--- config.mk ---
export PLATFORM = sky130hd
export DESIGN_NAME = npoc_dist_unit
export DESIGN_NICKNAME = d
export VERILOG_FILES = /design/src/sv/npoc_pkg.sv /design/src/sv/npoc_dist_unit.sv
export SDC_FILE = /design/constraint.sdc
export NUM_CORES = 2
export LEC_CHECK = 0
export ABC_CLOCK_PERIOD_IN_PS = 22200
export BUFFER_PORTS_ARGS = -buffer_cell sky130_fd_sc_hd__buf_4
export CAP_MARGIN = 25
export CORE_ASPECT_RATIO = 1.5
export CORE_MARGIN = 2
export CORE_UTILIZATION = 24
export CTS_BUF_LIST = sky130_fd_sc_hd__clkbuf_4 sky130_fd_sc_hd__clkbuf_8
export DETAILED_ROUTE_END_ITERATION = 10
export SLEW_MARGIN = 20
export SYNTH_ARGS = -nofsm -noshare
export SYNTH_HDL_FRONTEND = slang
export SYNTH_SLANG_ARGS = --single-unit
--- constraint.sdc ---
create_clock -name clk -period 22.2 [get_ports clk]
set_clock_uncertainty 0.2 [all_clocks]
set_input_delay 4.44 -clock clk [delete_from_list [all_inputs] [get_ports clk]]
set_output_delay 4.44 -clock clk [all_outputs]
set_load 0.1 [all_outputs]
--- src/sv/npoc_pkg.sv ---
// Shared types, constants and codes of the nearest point offset correction block.
`timescale 1ns / 1ps
package npoc_pkg;

	localparam int MAX_ENTRIES = 64;
	localparam int COORD_BITS  = 32;
	localparam int FIELD_W     = 32;
	localparam int IDX_W       = (MAX_ENTRIES > 1) ? $clog2(MAX_ENTRIES) : 1;
	localparam int CNT_W       = $clog2(MAX_ENTRIES + 1);
	localparam int DIST_W      = 2 * COORD_BITS + 1;

	typedef logic signed [FIELD_W-1:0]    field_t;
	typedef logic signed [COORD_BITS-1:0] coord_t;

	localparam coord_t COORD_MAX = {1'b0, {(COORD_BITS - 1){1'b1}}};
	localparam coord_t COORD_MIN = {1'b1, {(COORD_BITS - 1){1'b0}}};

	typedef enum logic {
		CMD_LOAD    = 1'b0,
		CMD_CORRECT = 1'b1
	} cmd_t;

	typedef enum logic {
		STATUS_OK   = 1'b0,
		STATUS_FULL = 1'b1
	} status_t;

	typedef enum logic [2:0] {
		ST_IDLE,
		ST_SCAN,
		ST_DRAIN,
		ST_FETCH,
		ST_APPLY
	} state_t;

	typedef struct packed {
		coord_t ex;
		coord_t ey;
		coord_t edx;
		coord_t edy;
	} entry_t;

	localparam int ENTRY_W = $bits(entry_t);

	typedef struct packed {
		logic             valid;
		logic             axis;
		logic             last;
		logic [IDX_W-1:0] idx;
	} op_t;

endpackage

--- src/sv/npoc_dist_unit.sv ---
// Shared subtract, square and accumulate pipeline that forms squared distances.
`timescale 1ns / 1ps
module npoc_dist_unit (
	input  logic                      clk,
	input  logic                      arst_n,
	input  npoc_pkg::op_t             op,
	input  npoc_pkg::coord_t          ent_x,
	input  npoc_pkg::coord_t          ent_y,
	input  npoc_pkg::coord_t          px,
	input  npoc_pkg::coord_t          py,
	output npoc_pkg::op_t             res_tag,
	output logic [npoc_pkg::DIST_W-1:0] res_dist
);
	import npoc_pkg::*;

	op_t tag_s1, tag_s2, tag_s3, tag_s4;
	logic [COORD_BITS-1:0]   mag_s2;
	logic [2*COORD_BITS-1:0] sq_s3;
	logic [2*COORD_BITS-1:0] part_q;
	logic [DIST_W-1:0]       dist_s4;

	logic signed [COORD_BITS:0] sa, sb, dif;
	logic [COORD_BITS:0]        mag_full;

	always_comb begin
		sa       = (COORD_BITS + 1)'(tag_s1.axis ? py : px);
		sb       = (COORD_BITS + 1)'(tag_s1.axis ? ent_y : ent_x);
		dif      = sa - sb;
		mag_full = dif[COORD_BITS] ? (-dif) : dif;
	end

	always_ff @(posedge clk or negedge arst_n) begin
		if (!arst_n) begin
			tag_s1 <= '0;
			tag_s2 <= '0;
			tag_s3 <= '0;
			tag_s4 <= '0;
		end else begin
			tag_s1 <= op;
			tag_s2 <= tag_s1;
			tag_s3 <= tag_s2;
			tag_s4 <= '{valid: tag_s3.valid && tag_s3.axis, axis: tag_s3.axis,
				last: tag_s3.last, idx: tag_s3.idx};
		end
	end

	always_ff @(posedge clk) begin
		mag_s2 <= mag_full[COORD_BITS-1:0];
		sq_s3  <= mag_s2 * mag_s2;
		if (tag_s3.valid && !tag_s3.axis) begin
			part_q <= sq_s3;
		end
		dist_s4 <= {1'b0, part_q} + {1'b0, sq_s3};
	end

	assign res_tag  = tag_s4;
	assign res_dist = dist_s4;
endmodule

==> results.toml <==
[route]
avgRoutedWirePerCell_um = 16.2
drc_errors = 0
via_per_inst = 4.37
first_iter_violations = 1282
first_pass_iters = 6
vias = 29733
routed_wl_mm = 110
route.antenna.remaining_nets = 0

[status]
status = "complete, no violations"

[yosys]
synth_area_sq_mm = 0.0421
synth_ff_type = "dfxtp_1"
synth_nets = 5706
ys.warnings.count = 0
synth_edf_count = 63
syn_area_per_cell_sq_um = 9.62
ys_top_cells_by_area = "fa_1 (38%), ha_1 (12%), inv_1 (9.0%), dfxtp_1 (7.6%), edfxtp_1 (4.5%)"
yosysUniqueCellTypes = 80
ys_ff_latch = 259
synthCells = 4377
synth_area_leader_cell = "fa_1"
yosysTopAreaCellShare_pct = 37.6
ys_async_sr_fraction_pct = 13.9
yosysSeqAreaShare_pct = 14.2

[global_routing]
grt_pass1_vias = 33775
grt_overflow_total = 0
grt.total_usage_pct = 12.5
grt_pass1_wl_mm = 177
antenna_found_initial = 2
grt_max_degree = 66

[cells_and_area]
final_cell_area_sq_mm = 0.0471
multi_input_area_sq_mm = 0.0317
fin_util_pct = 26.9
final_nets = 5821
regArea_sq_mm = 0.00603
nFillCells = 18542
drive_gt1_share_pct = 9.35
syn2layout_area_growth_pct = 11.7

[die]
initial_core_util_pct = 24.1
die_x_um = 346
die_area_sq_mm = 0.179
core_area_sq_mm = 0.175
num_io_pins = 213
die_h_um = 517
core.rowCount = 188

[sta]
rsz0062_at_grt = "false"
finalCriticalPeriod_ps = 9000
finalHoldViolations = 0
clock.fmax_mhz = 111
setup_tns_ps = 0
slew_viol_final = 0
relSlewSlack_pct = 30.9
whs_ps = 138
worst_pin_slew_ps = 1030
setup_viol_count_final = 0
finalCritPeriodShare_pct = 40.5

[placed_design]
dp_hpwl_mm = 91.0
port_buffers = 212
place_congestion = 0.889
placed_area_sq_mm = 0.0462

[critical_path]
required_ps = 22490
crit_family = "adder cells"
critical_path_buf_inv_count = 5
crit_path_max_fanout = 33
crit_top_cell = "fa_1"
cpPeakStageDelay_ps = 950
critPathCaptureType = "flop"
worstPathArrival_ps = 9290
crit_type = "flop to flop"
startpoint_type = "flop"
cp_slowest_cell = "dfxtp_2"

[cts]
cts.clk_slew.worst_paths_ps = 70
clock_latency_ps = 660
holdBufCountCts = 0
cts_buffers = 40
cts_tree = "yes"
htree_levels = 2
clockRootBuffer = "clkbuf_8"
post_cts_buffers = 0
clockBufferDepth = 3
cts_resized = 0
cts.sinks = 259

[job]
drv_cap = 0

[min_path]
hp-class = "flop to flop"
logic make-up after synthesis:
group	Yosys count	share of synthesized area [%]
AOI/OAI and AO/OA	553	8.73
adders and majority gates	1190	49.5
and+or+nand+nor	913	10.8
buffers and inverters	1181	10.6
muxes	71	1.78
DFF	259	14.2
xor gates and xnor gates	210	4.38
Yosys cell counts, drive strengths merged (27+ instances only):
| master | n |
|---|---|
| inv | 1014 |
| fa | 792 |
| ha | 398 |
| nand2 | 342 |
| and2 | 233 |
| a21oi | 163 |
| dfxtp | 160 |
| clkbuf | 155 |
| nor2 | 123 |
| xnor2 | 116 |
| a21o | 115 |
| xor2 | 94 |
| o21ai | 81 |
| edfxtp | 63 |
| nand3 | 40 |
| mux2i | 38 |
| nand4 | 38 |
| dfrtp | 36 |
| mux2 | 33 |
| a31oi | 30 |
| nor3 | 27 |
| o21bai | 27 |
cells in the final DEF (no fill, tap or decap), types with 46 or more instances in the layout:
cell / instances
nand2_1: 342
edfxtp_1: 63
dfxtp_1: 135
o21ai_0: 72
fa_1: 792
xnor2_1: 116
clkbuf_8: 46
xor2_1: 93
inv_1: 1014
nor2_1: 123
ha_1: 398
a21o_1: 115
and2_1: 232
a21oi_1: 163
buf_4: 239
stage by stage:
stage | setup WS [ps] | std cells
floorplan | 14220 | 4377
global placement | 13140 | 6729
detailed placement | 13350 | 6730
CTS | 13260 | 6802
global route | 12840 | 6803
finish | 13200 | 6803
layer usage:
metal,wire length [um],track usage [%],vias up
met5,0,0,-
met2,57300,23.6,751
met1,43300,14.0,14930
met4,5520,5.82,0
met3,4270,1.24,243
li1,-,-,13809
flip-flops by register name, summed over array words and instances (netlist names):
register  cells
tag_s2        9
mag_s2       32
tag_s1        9
sq_s3        63
res_tag       9
tag_s3        9
part_q       63
res_dist     65
final cells by class:
class | count | share of cell area [%]
multi-input combinational | 2937 | 67.3
clock inverter | 20 | 0.457
sequential | 259 | 12.8
antenna | 1 | 0.00532
tap | 2280 | 6.06
clock buffer | 52 | 1.44
inverter | 1014 | 8.09
timing repair buffer | 240 | 3.84
worst paths after layout:
path                                 start        end  slack (ps)  cells past startpoint
min in group asynchronous           arst_n  tag_s1[3]        3530                      1
worst min-delay path             tag_s2[8]  tag_s3[8]         140                      0
worst max-delay path            mag_s2[11]  sq_s3[57]       13200                     25
worst max register to register  mag_s2[11]  sq_s3[57]       13200                     25
worst min register to register   tag_s2[8]  tag_s3[8]         140                      0
max in group asynchronous           arst_n  tag_s1[7]       17930                      1
Power is not shown: default switching activity piles up to over one toggle a cycle in this logic, so the estimate is an artifact.
