--- src/sv/npoc_ram.sv ---
// Generic simple dual-port RAM with one write port and a registered read port.
`timescale 1ns / 1ps
module npoc_ram #(
	parameter int WIDTH = 8,
	parameter int DEPTH = 16,
	localparam int AW = (DEPTH > 1) ? $clog2(DEPTH) : 1
) (
	input  logic             clk,
	input  logic             we,
	input  logic [AW-1:0]    waddr,
	input  logic [WIDTH-1:0] wdata,
	input  logic [AW-1:0]    raddr,
	output logic [WIDTH-1:0] rdata
);
	logic [WIDTH-1:0] mem [DEPTH];

	always_ff @(posedge clk) begin
		if (we) begin
			mem[waddr] <= wdata;
		end
		rdata <= mem[raddr];
	end
endmodule

--- config.mk ---
export PLATFORM = sky130hd
export DESIGN_NAME = npoc_ram
export DESIGN_NICKNAME = d
export VERILOG_FILES = /design/src/sv/npoc_ram.sv
export SDC_FILE = /design/constraint.sdc
export NUM_CORES = 1
export LEC_CHECK = 0
export BUFFER_PORTS_ARGS = -buffer_cell sky130_fd_sc_hd__buf_2
export CORE_ASPECT_RATIO = 1.25
export CORE_MARGIN = 3
export CORE_UTILIZATION = 40
export CTS_BUF_LIST = sky130_fd_sc_hd__clkbuf_16
export CTS_CLUSTER_DIAMETER = 100
export DETAILED_ROUTE_END_ITERATION = 6
export PLACE_DENSITY = 0.57
export SLEW_MARGIN = 25
export SYNTH_ARGS = -nofsm -noshare
export SYNTH_HDL_FRONTEND = slang
export SYNTH_SLANG_ARGS = --single-unit
--- constraint.sdc ---
create_clock -name clk -period 2.3 [get_ports clk]
set_input_delay 0.46 -clock clk [delete_from_list [all_inputs] [get_ports clk]]
set_output_delay 0.46 -clock clk [all_outputs]
set_load 0.02 [all_outputs]
==> results.md, run 1 <==
* Status: complete, no violations
* Total negative slack at 0 ns
* Num CTS Buffers at 17
* Hold_buf cts at 0
* Max cap viols at 0
* N_diodes at 0
* Sequential share of power at 0.483
* CP Capture Type: register
* Total global routing track utilization at 0.154
* Part of the cycle the worst path needs at 0.703
* Most frequent cells after synthesis: edfxtp_1, mux4_2, a22oi_1, mux4_1, nor2_1
* Comb pwr share at 0.047
* Switching Share at 0.206
* Port Buffer Count at 25
* Gpl congestion at roughly 0.75
* Htree depth at 4
* DR pass1 iterations at 4
* DRT antenna net count at 0
* Core area at between 10000 and 15000 sq um
* Clk pwr share at 0.470
* Most frequent cell after synthesis: edfxtp_1
* Slew HR at 0.551
* Startpoint Class: primary input
* Max Root-Sink Buffers at 2
* Max Clock Skew at ~0.0062 ns
* Fmax at 0.619 GHz
* Post-Syn Nets at between 200 and 250
* Initial DRC Count at approximately 160
* Hold Crit Class: primary input to register
* Die area at 14300 sq um
* Clock Tree Root: clkbuf_16
* Post-Syn Area at between 5000 and 6000 sq um
* CTS Sinks at between 100 and 150
* CTS tree: done
* Required @ worst endpoint at 2.58 ns
* Pin count of the biggest net entering global routing at 29
* Synth Area per Inst at around 22 sq um
* Number of synthesized flops with an enable pin at 128
* CTS resizes at 0
* Initial Util at 0.416
* Top cells by area, synth: edfxtp_1, mux4_2, mux4_1, dfxtp_1, a22oi_1
* Asr flop ratio synth at 0
* Worst Path Arrival at 1.90 ns
* Layout cells sized above 1 at 0.324
* Core Util, Final at 0.499
* Synth area leader: edfxtp_1
* Flops & latches, synth at ~140
* Count of cell types in the netlist at 19
* VDD IR-drop max at 0.465 mV
* First-pass GRT wire length at approximately 16000 um
* Synth Instances at ~230
* DR WL/cell at roughly 22 um
* DP Wirelength at approximately 6600 um
* Worst slew pin tran at ~0.67 ns
* Vias at 2408
* Width of the die at between 100 and 150 um
* Final wirelength at about 10000 um
* Vias per cell at approximately 5.2
* Cell Pwr Density at about 930 nW/um^2
* P_sw at between 1 and 1.5 mW
* Initial antenna violation count at 0
* Remaining Overflow, GRT at 0
* RSZ-0062 raised after global routing: false
* Crit Path Category: primary input to register
* I/O pin total at 26
* Worst-path clk slew at 0.06 ns
* P&R area growth vs syn at 20.1%
* Row cnt at 45
* Die height at between 100 and 150 um
* Clock Latency Late Sink at between 0.4 and 0.5 ns
* Primary FF master, synth: edfxtp_1
* Final setup fails at 0
* Worst-path fanout max at 28
* Max Transition Viols Final at 0
* Leak at 2.09 nW
* Min Clock Period, post-route at ~1.6 ns
* Vias in the first global route at 2555
* Hold Path Depth at 1
* Final Hold Fails at 0
* Layout Nets at 304
* Cell-internal power at 4.59 mW
* Share of the synthesized area in the top cell type at 0.747
* Total setup buffers inserted after CTS at 0
* Register-to-Register Path Depth at 3
* Seq/Total Area, Yosys at 0.778
* DRC violations left at 0
* Synth Warn # at 0
[registers in the layout, summed over array words and instances, names as in the netlist]
signal	cells
rdata	8
mem	128
[routing by layer]
| metal | vias up | GRT usage | part of all wire | routed length, um |
|---|---|---|---|---|
| li1 | 1086 | - | - | - |
| met1 | 1250 | 0.202 | 0.44 | 4380 |
| met2 | 59 | 0.248 | 0.51 | 5120 |
| met3 | 13 | 0.0439 | 0.037 | 374 |
| met4 | 0 | 0.0547 | 0.015 | 148 |
| met5 | - | 0 | 0 | 0 |
[final timing paths]
kind                                          start                   end  slack, ns
worst min-delay path                       wdata[4]  mem[12][4]$_DFFE_PP_       0.43
worst min register to register  mem[7][2]$_DFFE_PP_      rdata[2]$_DFF_P_       0.67
worst max-delay path                       raddr[0]      rdata[3]$_DFF_P_       0.68
worst max register to register  mem[2][3]$_DFFE_PP_      rdata[3]$_DFF_P_       0.86
[cells in the final DEF, fill, tap and decap left out]
| cell | instances |
|---|---|
| edfxtp_1 | 128 |
| buf_2 | 25 |
| buf_4 | 22 |
| mux4_2 | 18 |
| clkbuf_16 | 17 |
| a22oi_1 | 16 |
| mux4_1 | 14 |
| nor2_1 | 13 |
| nand2_1 | 9 |
| dfxtp_1 | 8 |
| clkinvlp_4 | 6 |
| nor3_1 | 4 |
| bufinv_16 | 3 |
| nand3b_1 | 2 |
| nand2b_1 | 2 |
| clkinv_4 | 2 |
| clkinv_1 | 2 |
| inv_6 | 2 |
| nor2b_1 | 1 |
| and2_1 | 1 |
| and2b_1 | 1 |
| nand3_1 | 1 |
| or3b_2 | 1 |
| buf_12 | 1 |
[cell families after synthesis]
group / after synthesis / synth area share
buffers and inverters: 10 / 0.0168
multiplexers: 32 / 0.150
AND/OR/NAND/NOR: 35 / 0.0318
AO/OA/AOI/OAI: 16 / 0.0233
flip-flops: 136 / 0.778
[critical path, cell delays in order]
cell	delay, ns
buf_2	0.18
buf_12	0.26
mux4_1	0.61
a22oi_1	0.26
nand2_1	0.12
[through the flow]
| step | hold WS (ns) | std cells | area, sq um | power (mW) | worst slack, ns |
|---|---|---|---|---|---|
| after floorplan | 0.559 | 229 | 5150 | 3.00 | 0.347 |
| after global placement | 0.635 | 431 | 5580 | 3.12 | 0.266 |
| after detailed placement | 0.666 | 431 | 5580 | 3.12 | 0.234 |
| after CTS | 0.429 | 463 | 6180 | 5.81 | 0.671 |
| after global routing | 0.435 | 463 | 6180 | 5.97 | 0.607 |
| final | 0.432 | 463 | 6180 | 5.77 | 0.684 |
[power groups by stage]
stage / sequential [mW] / clock (mW) / combinational [mW]
global route: 2.80 / 2.87 / 0.299
global placement: 2.84 / 0 / 0.273
floorplan: 2.85 / 0 / 0.141
detailed placement: 2.84 / 0 / 0.278
CTS: 2.79 / 2.74 / 0.279
finish: 2.79 / 2.71 / 0.271
[layout make-up]
class | count | area (sq um)
fill | 1032 | 6210
timing repair buffer | 48 | 310
sequential | 136 | 4000
multi-input combinational | 83 | 1060
clock inverter | 15 | 178
tap | 164 | 205
clock buffer | 17 | 425
Power figures use the tool's default switching activity.
==> inputs of run 2 (changes only) <==
- ABC_AREA: not set -> 1
- clock period: 2.3 -> 1.67 ns (I/O delays scaled with it)
==> results.md, run 2 <==
* Status: complete, no violations
* Startpoint Class: register
* Post-Syn Nets at ~570
* Width of the die at 113 um
* Leak at ~2.9 nW
* Clk pwr share at 0.452
* Synth Instances at 551
* Largest registers: mem (128), rdata (8)
* Max Root-Sink Buffers at 2
* Synth area leader: edfxtp_1
* Seq/Total Area, Yosys at 0.694
* CTS tree: done
* Initial Util at 0.414
* Top cells by area, synth: edfxtp_1, nand2_1, nand3_1, inv_1, dfxtp_1
* Sequential share of power at 0.488
* CTS resizes at 0
* Synth Area per Inst at around 10 sq um
* WHS at approximately 0.3 ns
* DR pass1 iterations at 5
* I/O pin total at 26
* Most frequent cell after synthesis: nand2_1
* Most frequent cells after synthesis: nand2_1, edfxtp_1, inv_1, nand3_1, nor2_1
* Layout cells sized above 1 at 0.123
* Largest register by flop count: mem
* RSZ-0062 raised after global routing: false
* P_sw at roughly 1.6 mW
* Total setup buffers inserted after CTS at 0
* DRC violations left at 0
* Share of the synthesized area in the top cell type at 0.667
* Final Hold Fails at 0
* Primary FF master, synth: edfxtp_1
* Worst-path clk slew at approximately 0.060 ns
* Clock Latency Late Sink at 0.41 ns
* DP Wirelength at roughly 8000 um
* Htree depth at 4
* Num CTS Buffers at 17
* Max Clock Skew at just under 0.005 ns
* Row cnt at 48
* Part of the cycle the worst path needs at 0.777
* Max cap viols at 0
* Dpl cells at approximately 750
* Number of synthesized flops with an enable pin at ~130
* N_diodes at 0
* Synth Warn # at 0
* Slew HR at 0.573
* P&R area growth vs syn at 16.5%
* CTS Sinks at 136
* Count of cell types in the netlist at 12
* Worst-path cell chain: buf_2
* Final setup fails at 0
* Asr flop ratio synth at 0
* Most frequent cells in the layout: nand2_1, edfxtp_1, inv_1, nand3_1, buf_2
* Post-Syn Area at between 5000 and 6000 sq um
* Worst Path Arrival at 0.96 ns
* Gpl congestion at 0.863
* Port Buffer Count at 25
* Worst slew pin tran at 0.640 ns
* First-pass GRT wire length at between 20000 and 25000 um
* Hold_buf cts at 0
* Initial antenna violation count at 1
* Worst Path Buf+Inv at 1
* Vias in the first global route at between 3000 and 4000
* Worst-path fanout max at 1
* Fmax at between 0.7 and 0.8 GHz
* Most common cell after layout, fill and taps aside: nand2_1
* Cell Pwr Density at around 1200 nW/um^2
* Die area at between 15000 and 20000 sq um
* Critical Path Slowest Stage Cell: dfxtp_1
* Post-Layout Cell Count at a little under 800
* Final wirelength at roughly 12000 um
* Cell-internal power at about 6.3 mW
* DRT antenna net count at 0
* Total global routing track utilization at 0.168
* CP Capture Type: primary output
* Hold Crit Class: primary input to register
* Min Clock Period, post-route at 1.30 ns
* Die height at ~140 um
* Core area at 13900 sq um
* Vias at between 3000 and 4000
* Comb pwr share at 0.060
* Max Transition Viols Final at 0
* Crit-path max cell delay at around 0.37 ns
* Crit Path Category: register to primary output
* Layout fillers at around 1300
* Layout Nets at 613
* Required @ worst endpoint at around 1.3 ns
* Top cell family by delay on the critical path: flip-flops
* Max FFs per register at roughly 130
* Remaining Overflow, GRT at 0
* Switching Share at 0.207
* Pin count of the biggest net entering global routing at 65
* VDD IR-drop max at 0.558 mV
* Flops & latches, synth at ~140
* Clock Tree Root: clkbuf_16
* DR WL/cell at between 15 and 20 um
* Initial DRC Count at about 160
* Vias per cell at 4.85
* Total negative slack at 0 ns
## run 2: layout make-up
cell class,count,area (sq um),share of cell area
Inverter,102,383,0.0570
Clock buffer,17,425,0.0633
Sequential cell,136,4000,0.596
Timing Repair Buffer,49,330,0.0492
Clock inverter,15,143,0.0212
Tap cell,175,219,0.0326
Multi-Input combinational cell,289,1210,0.181
## run 2: path summary, 6_finish.rpt
path              slack, ns           startpoint  cells past startpoint                to
hold reg to reg        0.66  mem[2][4]$_DFFE_PP_                      6  rdata[4]$_DFF_P_
setup / recovery       0.37     rdata[2]$_DFF_P_                      1          rdata[2]
setup reg to reg       0.69  mem[7][1]$_DFFE_PP_                      6  rdata[1]$_DFF_P_
hold / removal         0.30             raddr[3]                      3  rdata[5]$_DFF_P_
## run 2: stage by stage
step                total power [mW]  worst slack (ns)  area (sq um)  utilization
finish                          7.88             0.372          6720        0.482
global route                    8.17             0.328          6720        0.482
CTS                             7.95             0.340          6720        0.482
detailed placement              4.40             0.159          6150        0.441
global placement                4.39             0.175          6150        0.441
floorplan                       4.20             0.385          5770            -
## run 2: per-layer routing
layer,part of all wire,wire [um],global-route usage
met5,0.0011,13,0
met4,0.028,344,0.0848
met3,0.048,589,0.0441
met2,0.50,6190,0.276
met1,0.42,5190,0.203
## run 2: cell families after synthesis
logic type             Yosys count  synth area share
AND/OR/NAND/NOR                289             0.210
buffers and inverters          126            0.0952
flip-flops                     136             0.694
## run 2: power by group through the flow
stage | registers, mW | clock network (mW) | logic [mW]
after global routing | 3.85 | 3.78 | 0.542
final | 3.84 | 3.56 | 0.475
after global placement | 3.91 | 0 | 0.477
after floorplan | 3.93 | 0 | 0.269
after CTS | 3.84 | 3.62 | 0.485
after detailed placement | 3.91 | 0 | 0.483
==> inputs of run 3 (changes only) <==
- ABC_AREA: 1 -> 0
- clock period: 1.67 -> 1.2 ns (I/O delays scaled with it)
==> results.md, run 3 (same netlist as run 1, synthesis figures left out) <==
* P&R area growth vs syn at 26.9%
* Layout Nets at between 300 and 400
* Part of the cycle the worst path needs at 1.04
* Total negative slack at -0.164 ns
* Dpl cells at about 440
* Total global routing track utilization at 0.161
* Final setup fails at 7
* Row cnt at 45
* Core Util, Final at 0.527
* Initial DRC Count at 141
* Post-Layout Cell Count at 474
* Remaining Overflow, GRT at 0
* N_diodes at 0
* Initial Util at 0.416
* Layout cells sized above 1 at 0.474
* Leak at approximately 2.2 nW
* DRT antenna net count at 0
* WHS Endpoint: mem[7][7]$_DFFE_PP_
* Most frequent cells in the layout: edfxtp_1, mux4_2, buf_4, buf_2, clkbuf_16
* Min Clock Period, post-route at 1.24 ns
* Die height at 133 um
* Pin count of the biggest net entering global routing at 22
* Initial antenna violation count at 0
* FF-to-FF Start: mem[11][3]$_DFFE_PP_
* DP Wirelength at between 6000 and 7000 um
* Port Buffer Count at 25
* Status: finished with violations
* Worst-path fanout max at 1
* Required @ worst endpoint at about 1.5 ns
* Largest register by flop count: mem
* Max Clock Skew at approximately 0.006 ns
* Worst R2R End: rdata[3]$_DFF_P_
* VDD IR-drop max at between 0.7 and 0.8 mV
* Worst-path clk slew at about 0.060 ns
* Hold path start: wdata[7]
* DR pass1 iterations at 4
* CTS Sinks at between 100 and 150
* Slew HR at 0.313
* Reg2Reg Setup Slack at -0.04 ns
* Hold Path Depth at 1
* Cell Pwr Density at ~1800 nW/um^2
* Htree depth at 4
* Failing checks: negative setup slack
* Most common cell after layout, fill and taps aside: edfxtp_1
* CTS tree: done
* DRC violations left at 0
* Core area at about 12000 sq um
* Final Hold Fails at 0
* Setup ws final at -0.0448 ns
* Crit Path Category: register to register
* DR WL/cell at 21.9 um
* Worst Path Arrival at between 1.5 and 2 ns
* Register-to-Register Path Depth at 3
* Die area at 14300 sq um
* Max Root-Sink Buffers at 2
* Clock Tree Root: clkbuf_16
* Startpoint Class: register
* Vias at between 2000 and 2500
* Vias in the first global route at around 2700
* RSZ-0062 raised after global routing: true
* Num CTS Buffers at 17
* Final instance area at around 6500 sq um
* Gpl congestion at approximately 0.74
* Largest registers: mem (128), rdata (8)
* Width of the die at around 110 um
* Final Power at between 10 and 15 mW
* Dpl cell area at between 5000 and 6000 sq um
* CP Capture Type: register
* Fmax at 0.803 GHz
* Clock Latency Late Sink at between 0.4 and 0.5 ns
* Max cap viols at 0
* Hold Crit Class: primary input to register
* First-pass GRT wire length at roughly 16000 um
* Worst slew pin tran at a little over 1 ns
* Max FFs per register at ~130
* I/O pin total at 26
* Max Transition Viols Final at 0
* Vias per cell at approximately 5.1
* Final wirelength at between 10000 and 15000 um
* Total setup buffers inserted after CTS at 0
run 3: cell count changes in the layout (fill, tap and decap cells not counted), moves of 6 or more:
cell	delta
nor2_1	-12
mux4_2	+32
nand2_1	-164
clkinv_1	-6
a22oi_2	+9
inv_6	+6
nand3_1	-96
inv_1	-102
buf_12	+12
a22oi_1	+7
run 3: stage by stage:
step	setup WS [ns]	hold WS, ns
floorplan	-0.173	0.339
global placement	-0.434	0.628
detailed placement	-0.448	0.633
CTS	-0.0583	0.204
global route	-0.111	0.214
finish	-0.0448	0.213
run 3: where the power goes:
| group | total (mW) | leakage (nW) | switching, mW | internal [mW] |
|---|---|---|---|---|
| registers | 5.35 | 1.22 | 0.0408 | 5.31 |
| clock network | 5.50 | 0.300 | 1.97 | 3.53 |
| logic | 0.634 | 0.651 | 0.341 | 0.293 |
| total | 11.5 | 2.18 | 2.35 | 9.13 |
run 3: how the worst max path moves through the flow:
stage / start / to / slack, ns / cells past startpoint
3_5_place_dp: raddr[0] / rdata[3]$_DFF_P_ / -0.45 / 5
5_1_grt: mem[1][7]$_DFFE_PP_ / rdata[7]$_DFF_P_ / -0.11 / 3
6_report: mem[11][3]$_DFFE_PP_ / rdata[3]$_DFF_P_ / -0.04 / 3
2_1_floorplan: waddr[2] / mem[0][0]$_DFFE_PP_ / -0.17 / 2
3_3_place_gp: raddr[0] / rdata[4]$_DFF_P_ / -0.43 / 5
4_1_cts: mem[11][3]$_DFFE_PP_ / rdata[3]$_DFF_P_ / -0.06 / 3
run 3: what timing repair did:
item	CTS	global route
endpoints found under the hold margin	0	0
pin swaps	6	0
hold buffers	0	0
resized for setup	9	8
setup endpoints to repair	10	13
run 3: worst max-delay path: stages (launching register included):
cell and delay [ns]:
edfxtp_1 0.36, mux4_2 0.49, a22oi_2 0.21, nand2_1 0.07
run 3: layout make-up:
cell class	count	area, sq um
fillers	975	5850
clock inverters	15	214
clock buffers	17	425
well taps	164	205
flip-flops and latches	136	4010
multi-input cells	83	1110
repair buffers	59	568
run 3: metal layers:
layer | global-route usage | routed length, um
met5 | 0 | 0
met4 | 0.0505 | 112
met3 | 0.0415 | 364
met2 | 0.284 | 5730
met1 | 0.193 | 4150
